**src/rtl/wmm_pkg.sv**
```systemverilog
// Shared types, constants and the level scaling function for the waveform min/max summary.
package wmm_pkg;

  localparam int POS_W = 25;
  localparam logic [POS_W-1:0] POS_MAX = {POS_W{1'b1}};
  localparam logic [POS_W-1:0] STRIDE_RESET = '0;
  localparam logic [POS_W-1:0] GATE_RESET = 25'd2048;

  localparam int SAMPLE_W = 16;
  localparam int EXT_W = 17;
  localparam int LEVEL_W = 8;
  localparam int INDEX_W = 10;

  // Running extremes are held as 17-bit signed Q2.15 so that +1.0 fits.
  localparam logic signed [EXT_W-1:0] PLUS_ONE = 17'sd32768;
  localparam logic signed [EXT_W-1:0] MINUS_ONE = -17'sd32768;

  localparam int MAX_LINES_DEF = 700;
  localparam int RES_DEPTH = 3;

  localparam int CFG_IDX_W = 2;
  localparam logic [CFG_IDX_W-1:0] REG_STRIDE = 2'd0;
  localparam logic [CFG_IDX_W-1:0] REG_GATE = 2'd1;

  typedef struct packed {
    logic signed [LEVEL_W-1:0] min_level;
    logic signed [LEVEL_W-1:0] max_level;
    logic [INDEX_W-1:0]        line_index;
  } result_t;

  // Multiplies a Q2.15 value by 127 and divides by 32768, truncating toward zero.
  function automatic logic signed [LEVEL_W-1:0] scale_level(input logic signed [EXT_W-1:0] v);
    logic signed [23:0] p;
    logic [23:0]        mag;
    logic [8:0]         q;
    p   = $signed({{7{v[EXT_W-1]}}, v}) * 24'sd127;
    mag = p[23] ? 24'(-p) : 24'(p);
    q   = mag[23:15];
    scale_level = p[23] ? $signed(8'(-q[7:0])) : $signed(q[7:0]);
  endfunction

endpackage

```
**src/rtl/wmm_core.sv**
```systemverilog
// Window state, configuration registers and per-sample min/max update.
module wmm_core #(
  parameter int MAX_LINES = wmm_pkg::MAX_LINES_DEF
) (
  input  logic                                clk,
  input  logic                                rst,
  input  logic                                cfg_valid,
  input  logic [wmm_pkg::CFG_IDX_W-1:0]       cfg_index,
  input  logic [wmm_pkg::POS_W-1:0]           cfg_data,
  input  logic                                item_valid,
  input  logic signed [wmm_pkg::SAMPLE_W-1:0] item_sample,
  output logic                                res_push,
  output wmm_pkg::result_t                    res_data
);

  localparam int CNT_W = $clog2(MAX_LINES + 1);

  logic [wmm_pkg::POS_W-1:0] stride_length;
  logic [wmm_pkg::POS_W-1:0] gate_limit;

  logic [wmm_pkg::POS_W-1:0]        window_position, window_position_next;
  logic signed [wmm_pkg::EXT_W-1:0] running_min, running_min_next;
  logic signed [wmm_pkg::EXT_W-1:0] running_max, running_max_next;
  logic [CNT_W-1:0]                 lines_emitted, lines_emitted_next;

  logic                             done;
  logic                             emit;
  logic [wmm_pkg::POS_W-1:0]        pos_base;
  logic signed [wmm_pkg::EXT_W-1:0] min_base;
  logic signed [wmm_pkg::EXT_W-1:0] max_base;
  logic signed [wmm_pkg::EXT_W-1:0] s_ext;
  logic                             gated;
  logic [CNT_W+wmm_pkg::INDEX_W-1:0] lines_wide;

  always_ff @(posedge clk) begin
    if (rst) begin
      stride_length <= wmm_pkg::STRIDE_RESET;
      gate_limit    <= wmm_pkg::GATE_RESET;
    end else if (cfg_valid) begin
      unique case (cfg_index)
        wmm_pkg::REG_STRIDE: stride_length <= cfg_data;
        wmm_pkg::REG_GATE:   gate_limit    <= cfg_data;
        default: ;
      endcase
    end
  end

  always_comb begin
    done     = lines_emitted >= CNT_W'(MAX_LINES);
    emit     = item_valid && !done && (window_position >= stride_length);
    pos_base = emit ? '0 : window_position;
    min_base = emit ? wmm_pkg::PLUS_ONE : running_min;
    max_base = emit ? wmm_pkg::MINUS_ONE : running_max;
    s_ext    = $signed({item_sample[wmm_pkg::SAMPLE_W-1], item_sample});
    gated    = pos_base <= gate_limit;

    running_min_next     = (gated && (s_ext < min_base)) ? s_ext : min_base;
    running_max_next     = (gated && (s_ext > max_base)) ? s_ext : max_base;
    window_position_next = (pos_base < wmm_pkg::POS_MAX) ? pos_base + 1'b1 : pos_base;
    lines_emitted_next   = emit ? lines_emitted + 1'b1 : lines_emitted;
  end

  always_ff @(posedge clk) begin
    if (rst) begin
      window_position <= '0;
      running_min     <= wmm_pkg::PLUS_ONE;
      running_max     <= wmm_pkg::MINUS_ONE;
      lines_emitted   <= '0;
    end else if (item_valid && !done) begin
      window_position <= window_position_next;
      running_min     <= running_min_next;
      running_max     <= running_max_next;
      lines_emitted   <= lines_emitted_next;
    end
  end

  assign lines_wide = {{wmm_pkg::INDEX_W{1'b0}}, lines_emitted};

  assign res_push            = emit;
  assign res_data.min_level  = wmm_pkg::scale_level(running_min);
  assign res_data.max_level  = wmm_pkg::scale_level(running_max);
  assign res_data.line_index = lines_wide[wmm_pkg::INDEX_W-1:0];

endmodule

```
**src/rtl/wmm_result_fifo.sv**
```systemverilog
// Small result queue that separates the compute stage from the output handshake.
module wmm_result_fifo (
  input  logic             clk,
  input  logic             rst,
  input  logic             push,
  input  wmm_pkg::result_t push_data,
  input  logic             pop,
  output logic             not_empty,
  output wmm_pkg::result_t head,
  output logic [1:0]       count
);

  localparam int PTR_W = $clog2(wmm_pkg::RES_DEPTH);

  wmm_pkg::result_t entry [wmm_pkg::RES_DEPTH];
  logic [PTR_W-1:0] wr_ptr, rd_ptr;
  logic [1:0]       fill, fill_next;

  function automatic logic [PTR_W-1:0] ptr_inc(input logic [PTR_W-1:0] p);
    ptr_inc = (p == PTR_W'(wmm_pkg::RES_DEPTH - 1)) ? '0 : p + 1'b1;
  endfunction

  always_comb begin
    fill_next = fill;
    if (push && !pop) fill_next = fill + 1'b1;
    else if (pop && !push) fill_next = fill - 1'b1;
  end

  always_ff @(posedge clk) begin
    if (rst) begin
      wr_ptr <= '0;
      rd_ptr <= '0;
      fill   <= '0;
    end else begin
      if (push) wr_ptr <= ptr_inc(wr_ptr);
      if (pop)  rd_ptr <= ptr_inc(rd_ptr);
      fill <= fill_next;
    end
  end

  always_ff @(posedge clk) begin
    if (push) entry[wr_ptr] <= push_data;
  end

  assign not_empty = fill != '0;
  assign head      = entry[rd_ptr];
  assign count     = fill;

endmodule

```
**src/rtl/waveform_min_max_summary_top.sv**
```systemverilog
// Top level of the waveform min/max summary block.
// The block accepts one signed Q1.15 sample per clock cycle while in_stall is
// low and emits at most one summary line per sample. A sample is registered
// in an input stage, then a single pass of compare logic updates the window
// position, the running minimum and maximum and the line counter, and a
// finished line is pushed into a three-entry result queue. A line passes the
// input stage register and the result queue before it is offered on the
// output. in_stall is raised only when the queue plus the sample in the
// input stage could fill the queue, so with an output that is not stalled
// the sustained rate is one transaction per cycle. Configuration writes are
// always taken (cfg_ready is high) and must only be issued while the block
// is idle.
module waveform_min_max_summary_top #(
  parameter int MAX_LINES = wmm_pkg::MAX_LINES_DEF
) (
  input  logic                                clk,
  input  logic                                rst,
  input  logic                                in_valid,
  output logic                                in_stall,
  input  logic signed [wmm_pkg::SAMPLE_W-1:0] sample,
  output logic                                out_valid,
  input  logic                                out_stall,
  output logic signed [wmm_pkg::LEVEL_W-1:0]  min_level,
  output logic signed [wmm_pkg::LEVEL_W-1:0]  max_level,
  output logic [wmm_pkg::INDEX_W-1:0]         line_index,
  input  logic                                cfg_valid,
  output logic                                cfg_ready,
  input  logic [wmm_pkg::CFG_IDX_W-1:0]       cfg_index,
  input  logic [wmm_pkg::POS_W-1:0]           cfg_data
);

  // Input stage register.
  logic                                s1_valid;
  logic signed [wmm_pkg::SAMPLE_W-1:0] s1_sample;

  logic             res_push;
  wmm_pkg::result_t res_data;
  wmm_pkg::result_t head;
  logic [1:0]       q_count;
  logic [2:0]       committed;
  logic             pop;

  // Every result in flight already has a reserved queue slot, so the queue
  // can never overflow.
  assign committed = {1'b0, q_count} + {2'b00, s1_valid};
  assign in_stall  = committed >= 3'(wmm_pkg::RES_DEPTH);
  assign cfg_ready = 1'b1;
  assign pop       = out_valid && !out_stall;

  always_ff @(posedge clk) begin
    if (rst) begin
      s1_valid <= 1'b0;
    end else begin
      s1_valid <= in_valid && !in_stall;
    end
  end

  always_ff @(posedge clk) begin
    if (in_valid && !in_stall) s1_sample <= sample;
  end

  wmm_core #(
    .MAX_LINES(MAX_LINES)
  ) u_core (
    .clk        (clk),
    .rst        (rst),
    .cfg_valid  (cfg_valid && cfg_ready),
    .cfg_index  (cfg_index),
    .cfg_data   (cfg_data),
    .item_valid (s1_valid),
    .item_sample(s1_sample),
    .res_push   (res_push),
    .res_data   (res_data)
  );

  wmm_result_fifo u_fifo (
    .clk      (clk),
    .rst      (rst),
    .push     (res_push),
    .push_data(res_data),
    .pop      (pop),
    .not_empty(out_valid),
    .head     (head),
    .count    (q_count)
  );

  assign min_level  = head.min_level;
  assign max_level  = head.max_level;
  assign line_index = head.line_index;

endmodule

```
**config.mk**
```make
export PLATFORM = sky130hd
export DESIGN_NAME = waveform_min_max_summary_top
export DESIGN_NICKNAME = d
export VERILOG_FILES = /design/src/rtl/wmm_pkg.sv /design/src/rtl/wmm_core.sv /design/src/rtl/wmm_result_fifo.sv /design/src/rtl/waveform_min_max_summary_top.sv
export SDC_FILE = /design/constraint.sdc
export NUM_CORES = 1
export LEC_CHECK = 0
export BUFFER_PORTS_ARGS = -buffer_cell sky130_fd_sc_hd__buf_2
export CAP_MARGIN = 0
export CORE_ASPECT_RATIO = 0.7
export CORE_MARGIN = 4
export CORE_UTILIZATION = 58
export CTS_CLUSTER_SIZE = 12
export DETAILED_ROUTE_END_ITERATION = 7
export GPL_ROUTABILITY_DRIVEN = 1
export PLACE_DENSITY_LB_ADDON = 0.05
export SYNTH_ARGS = -nofsm -noshare
export SYNTH_HDL_FRONTEND = slang
export SYNTH_SLANG_ARGS = --single-unit
```
**constraint.sdc**
```tcl
create_clock -name clk -period 6.3 [get_ports clk]
set_input_delay 0.63 -clock clk [delete_from_list [all_inputs] [get_ports clk]]
set_output_delay 0.63 -clock clk [all_outputs]
set_load 0.05 [all_outputs]
```
=== Word-level counts from Yosys, hierarchy flattened ===
Memories as Yosys holds them, arrays and structs flattened. A register that Yosys moved wholly into a read port is not among the register bits.
Cells that the tools add are included.

* Register bits after elaboration: 142
* Input bits: 48
* RAM bits: 78
* Memories: 1
* Word-level logic and storage cells: 72

{| class="wikitable"
|+ Memory list
! memory !! words !! width !! read ports !! clocked after memory_dff !! write ports !! RTL line !! source
|-
| u_fifo.entry || 3 || 26 || 1 || 1 || 1 || wmm_result_fifo.sv:15 || <nowiki>wmm_pkg::result_t entry [wmm_pkg::RES_DEPTH];</nowiki>
|}

* Mux-type cells: 18
* Reductions and logical operators: 19
* Order comparisons: 7
* Add/subtract/negate cells: 11
* Eq/ne operators: 3
* Multiply operators: 2

{| class="wikitable"
|+ Operator list
! kind !! number
|-
| 17-bit 2-to-1 mux || 4
|-
| 25-bit 2-to-1 mux || 2
|-
| 17-bit by 8-bit multiplier with 24-bit output, second input constant || 2
|-
| 23-bit 2-to-1 mux || 2
|-
| 23-bit negator || 2
|-
| 25-bit by 1-bit adder with 25-bit output, second input constant || 1
|-
| 25-bit >= comparator || 1
|-
| 25-bit <= comparator || 1
|-
| 25-bit < comparator, second input constant || 1
|-
| 16-bit by 17-bit greater-than comparator with 1-bit output || 1
|-
| 16-bit by 17-bit < comparator with 1-bit output || 1
|-
| 8-bit 2-to-1 mux || 2
|-
| 8-bit negator || 2
|-
| 2-bit 2-to-1 mux || 6
|-
| 10-bit by 1-bit adder with 10-bit output, second input constant || 1
|-
| 10-bit >= comparator, second input constant || 1
|-
| 1-bit logical AND || 8
|-
| 2-bit by 1-bit adder with 2-bit output, second input constant || 3
|-
| 2-bit AND reduction || 3
|-
| 1-bit logical NOT || 5
|-
| 2-bit == test, second input constant || 2
|-
| 2-bit nonzero test || 2
|-
| 2-bit by 1-bit adder with 3-bit output || 1
|-
| 3-bit by 2-bit >= comparator with 1-bit output, second input constant || 1
|-
| other kinds (4) || 5
|}

=== Depth between registers and ports, before layout ===
* Depth in word-level cells: 8
* Depth in mapped cells: 28
* Mapped depth without buffers: 25

=== Cells and area by module ===
A second synthesis with hierarchy kept.

* Cells, all modules: 2075
* Area total of the unflattened synthesis: 19104.6 um^2

{| class="wikitable"
|+ By module, submodules not included
! module !! instances !! area each (um^2) !! cells each !! sequential area each (um^2)
|-
| wmm_core || 1 || 15337.2 || 1851 || 2382.3
|-
| wmm_result_fifo || 1 || 3189.3 || 198 || 2502.4
|-
| waveform_min_max_summary_top || 1 || 578.1 || 26 || 500.5
|}

=== Worst setup path after synthesis ===
Ideal clock, no wire load.

* Kind: register to register
* From: reg u_core.running_min[11] (netlist name)
* To: mem u_fifo.entry[0][22] (netlist name) (data pin)
* Path buffers: 2
* Required time: 6024 ps
* Setup time: 276 ps
* Cell stages (with the launch flop): 26
* Slack: 165 ps
* Clock period less this slack: 6135 ps
* Data arrival time: 5860 ps
* Path through: dfxtp_1 inv_1 fa_1 fa_1 inv_1 fa_1 inv_1 fa_1 inv_1 ha_1 clkbuf_1 and3_1 nand3_1 o21a_1 o311a_1 o21a_1 or2_2 buf_4 nor2_1 xor2_1 inv_1 ha_1 nor4_1 a21oi_1 nor2_1 xnor2_1

{| class="wikitable"
|+ RTL lines
! element !! RTL line !! source
|-
| start: declaration || wmm_core.sv:22 || <nowiki>logic signed [wmm_pkg::EXT_W-1:0] running_min, running_min_next;</nowiki>
|-
| start signal: assignment || wmm_core.sv:66 || <nowiki>running_min <= wmm_pkg::PLUS_ONE;</nowiki>
|-
| start signal: assignment || wmm_core.sv:71 || <nowiki>running_min <= running_min_next;</nowiki>
|-
| end: declaration || wmm_result_fifo.sv:15 ||
|}

==> results.sh <==
export IMPL_endpoint_kind="flip-flop"
export IMPL_viasPerCell=5.47
export IMPL_clk_latency_ps=540
export IMPL_cts_root_buf="clkbuf_16"
export IMPL_grt_start_max_net_pins=82
export IMPL_grtUsageTotal=0.238
export IMPL_fin_crit_sh=0.959
export IMPL_wl_per_cell_um=16.2
export IMPL_drt_iter0_markers=887
export IMPL_max_slew_margin=0.235
export IMPL_tns_ps=0
export IMPL_start_util=0.591
export IMPL_combPwrFrac=0.652
export IMPL_max_stage_delay_ps=500
export IMPL_cts_buffers=24
export IMPL_async_flop_share=0
export IMPL_yosys_register_bits=222
export IMPL_seqPwrFrac=0.215
export IMPL_area_growth_pct=10.6
export IMPL_placed_area_um2=20200
export IMPL_route_vias_total=14400
export IMPL_crit_family="adder cells"
export IMPL_synth_edf_count=94
export IMPL_clkTransAtPathRegs_ps=60
export IMPL_wl_met3_mm=2.09
export IMPL_dieArea_um2=36000
export IMPL_clock_tree_buffer_depth=3
export IMPL_status="finished, final reports clean"
export IMPL_crit_buf_inv=4
export IMPL_num_io_pins=77
export IMPL_synth_ff_type="dfxtp_1"
export IMPL_arrival_ps=6310
export IMPL_num_rows=55
export IMPL_nNetsFinal=2591
export IMPL_diodes=0
export IMPL_ant_nets=0
export IMPL_first_global_vias=14200
export IMPL_critPathRequiredTime_ps=6570
export IMPL_synth_cells=2086
export IMPL_power_internal_mw=5.51
export IMPL_fmax_mhz=166
export IMPL_cp_slowest_cell="fa_1"
export IMPL_crit_top_cell="fa_1"
export IMPL_ys_warn_count=0
export IMPL_finClkSkew_ps=12.3
export IMPL_swShare=0.451
export IMPL_cts_sinks=222
export IMPL_fin_area_um2=21200
export IMPL_yosysSeqAreaShare=0.281
export IMPL_wl_mm=42.6
export IMPL_synth_nets=2492
export IMPL_max_cap_violations=0
export IMPL_setup_viol=0
export IMPL_path_class="flip-flop to flip-flop"
export IMPL_firstDrtPassIters=5
export IMPL_cts_tree="yes"
export IMPL_wl_met1_mm=21.6
export IMPL_startpoint_type="flip-flop"
export IMPL_final_layout_size_suffix_gt1_frac=0.115
export IMPL_leakage_nw=9.52
export IMPL_path_cells="clkinvlp_4, buf_4, fa_1, fa_1, inv_1, fa_1, fa_1, ha_1, a21o_1, a21o_1, o41ai_2, xnor2_1, nor4_4, buf_4, a21oi_1, o2bb2ai_1, and3_2, a21oi_1, a311o_1, xnor2_2"
export IMPL_period_minus_slack_ps=6040
export IMPL_htreeDepth=1
export IMPL_clkPwrFrac=0.133
export IMPL_max_slew_worst_pin_slew_ps=1140
export IMPL_hold_violations=0
export IMPL_synth_cell_types=90
export IMPL_dr_wl_met2_mm=18.2
export IMPL_worstPathMaxFanout=6
export IMPL_avgSynthCellArea_um2=9.18
export IMPL_gp_congestion=0.874
export IMPL_syn_cell_area_um2=19100
export IMPL_power_switching_mw=4.52
export IMPL_power_density_nw_per_um2=474
export IMPL_grt_overflow_total=0
export IMPL_io_buffers=75
export IMPL_fp_dieH_um=160
export IMPL_peakVddDrop_v=0.00117
export IMPL_die_width_um=225
export IMPL_hold_buffers=0
export IMPL_coreArea_um2=32400
export IMPL_slew_viol_final=0
export IMPL_antenna_found_initial=0
export IMPL_hold_class="primary input to flip-flop"
export IMPL_routed_top_layer="met4"
export IMPL_dp_hpwl_mm=33.7
export IMPL_whs_ps=273
export IMPL_drcViolationCount=0
export IMPL_grt_pass1_wl_mm=71.1
final timing paths:
path,start,to,slack [ps],cells after the start
setup / recovery,u_core.running_max[10]$_SDFFE_PP0P_,u_fifo.entry[1][17]$_DFFE_PP_,260,20
hold / removal,sample[6],s1_sample[6]$_DFFE_PP_,270,1
setup reg to reg,u_core.running_max[10]$_SDFFE_PP0P_,u_fifo.entry[1][17]$_DFFE_PP_,260,20
hold reg to reg,u_core.stride_length[18]$_SDFFE_PP0P_,u_core.stride_length[18]$_SDFFE_PP0P_,450,2
Yosys cell counts (9+ instances only):
library cell / instances / area [µm²]
inv_1: 381 / 1430
ha_1: 208 / 2600
nand2_1: 201 / 754
fa_1: 150 / 3000
nor2_1: 129 / 484
dfxtp_1: 128 / 2560
a21oi_1: 109 / 546
edfxtp_1: 94 / 2820
o21ai_0: 71 / 355
xor2_1: 49 / 429
xnor2_1: 48 / 420
mux2i_1: 47 / 470
clkbuf_1: 45 / 169
a21o_1: 40 / 300
nand3_1: 33 / 165
nor3_1: 30 / 150
and2_1: 26 / 163
nand4_1: 20 / 125
o21a_1: 18 / 135
a22o_1: 17 / 149
or2_2: 15 / 93.8
and3_1: 14 / 87.6
nor2b_1: 14 / 87.6
a31oi_1: 12 / 75.1
nand2b_1: 11 / 68.8
o211ai_1: 10 / 75.1
nor3b_1: 9 / 67.6
registers in the layout, summed over array words and instances (netlist names), named ones only:
| signal | cells |
|---|---|
| s1_sample | 16 |
| u_core.lines_emitted | 10 |
| u_core.stride_length | 25 |
| u_core.running_min | 17 |
| u_fifo.entry | 78 |
| u_core.running_max | 17 |
| u_fifo.rd_ptr | 2 |
| u_core.window_position | 25 |
| u_core.gate_limit | 25 |
| u_fifo.count | 2 |
| u_fifo.wr_ptr | 2 |
| s1_valid | 1 |
cells in the final DEF (no fill, tap or decap), drive strengths merged, types with 7 or more instances in the layout:
| cell | n |
|---|---|
| o211ai | 10 |
| clkbuf | 38 |
| a22o | 17 |
| a41oi | 8 |
| nand2 | 202 |
| ha | 208 |
| xor2 | 49 |
| xnor2 | 50 |
| or2 | 15 |
| and2 | 26 |
| a211oi | 10 |
| a31oi | 12 |
| o22ai | 9 |
| o21a | 18 |
| a22oi | 8 |
| buf | 129 |
| nor2b | 14 |
| nand3 | 33 |
| and3 | 15 |
| dfxtp | 128 |
| nor2 | 129 |
| nor4 | 9 |
| edfxtp | 94 |
| fa | 150 |
| a21o | 41 |
| nor3b | 9 |
| nand4 | 20 |
| inv | 379 |
| nor3 | 30 |
| or3 | 7 |
| mux2i | 47 |
| a21oi | 109 |
| nand2b | 11 |
| o21ai | 77 |
cell type report:
class	instances	area (µm²)
inverters	381	1440
well taps	427	534
fillers	2755	11200
clock buffers	38	694
multi-input cells	1427	12300
repair buffers	129	796
clock inverters	5	42.5
flip-flops and latches	222	5400
repair_timing:
item | 4_1_cts | 5_1_grt
gates resized for setup | 0 | 45
setup endpoints to repair | 0 | 33
buffers inserted | 0 | 10
cell families (layout without fill, tap and decap cells):
logic type,after synthesis,after routing,synth area share
adders and majority gates,358,358,0.293
muxes,48,48,0.0252
xor gates and xnor gates,99,99,0.0461
AOI/OAI and AO/OA,376,376,0.131
other,1,1,0.000196
buffers and inverters,437,553,0.0866
DFF,222,222,0.281
and+or+nand+nor,545,545,0.137
power by group through the flow:
stage               Clock, mW  Combinational (mW)  Sequential [mW]
floorplan                   0                4.61             2.16
global placement            0                5.84             2.18
detailed placement          0                5.96             2.19
CTS                      1.37                5.99             2.15
global route             1.43                7.29             2.17
finish                   1.33                6.54             2.16
through the flow:
step           utilization  setup slack [ps]  cells  power, mW
2_1_floorplan            -               165   2086       6.77
3_3_place_gp         0.623               237   2576       8.02
3_5_place_dp         0.623               158   2576       8.15
4_1_cts              0.646               138   2619       9.52
5_1_grt              0.653             -25.6   2629       10.9
6_report             0.653               260   2629       10.0
routing by layer:
layer	track usage	up-vias
met4	0.0401	0
li1	-	7140
met2	0.361	257
met5	0	-
met3	0.0399	44
met1	0.366	6936
Power figures use the tool's default switching activity.
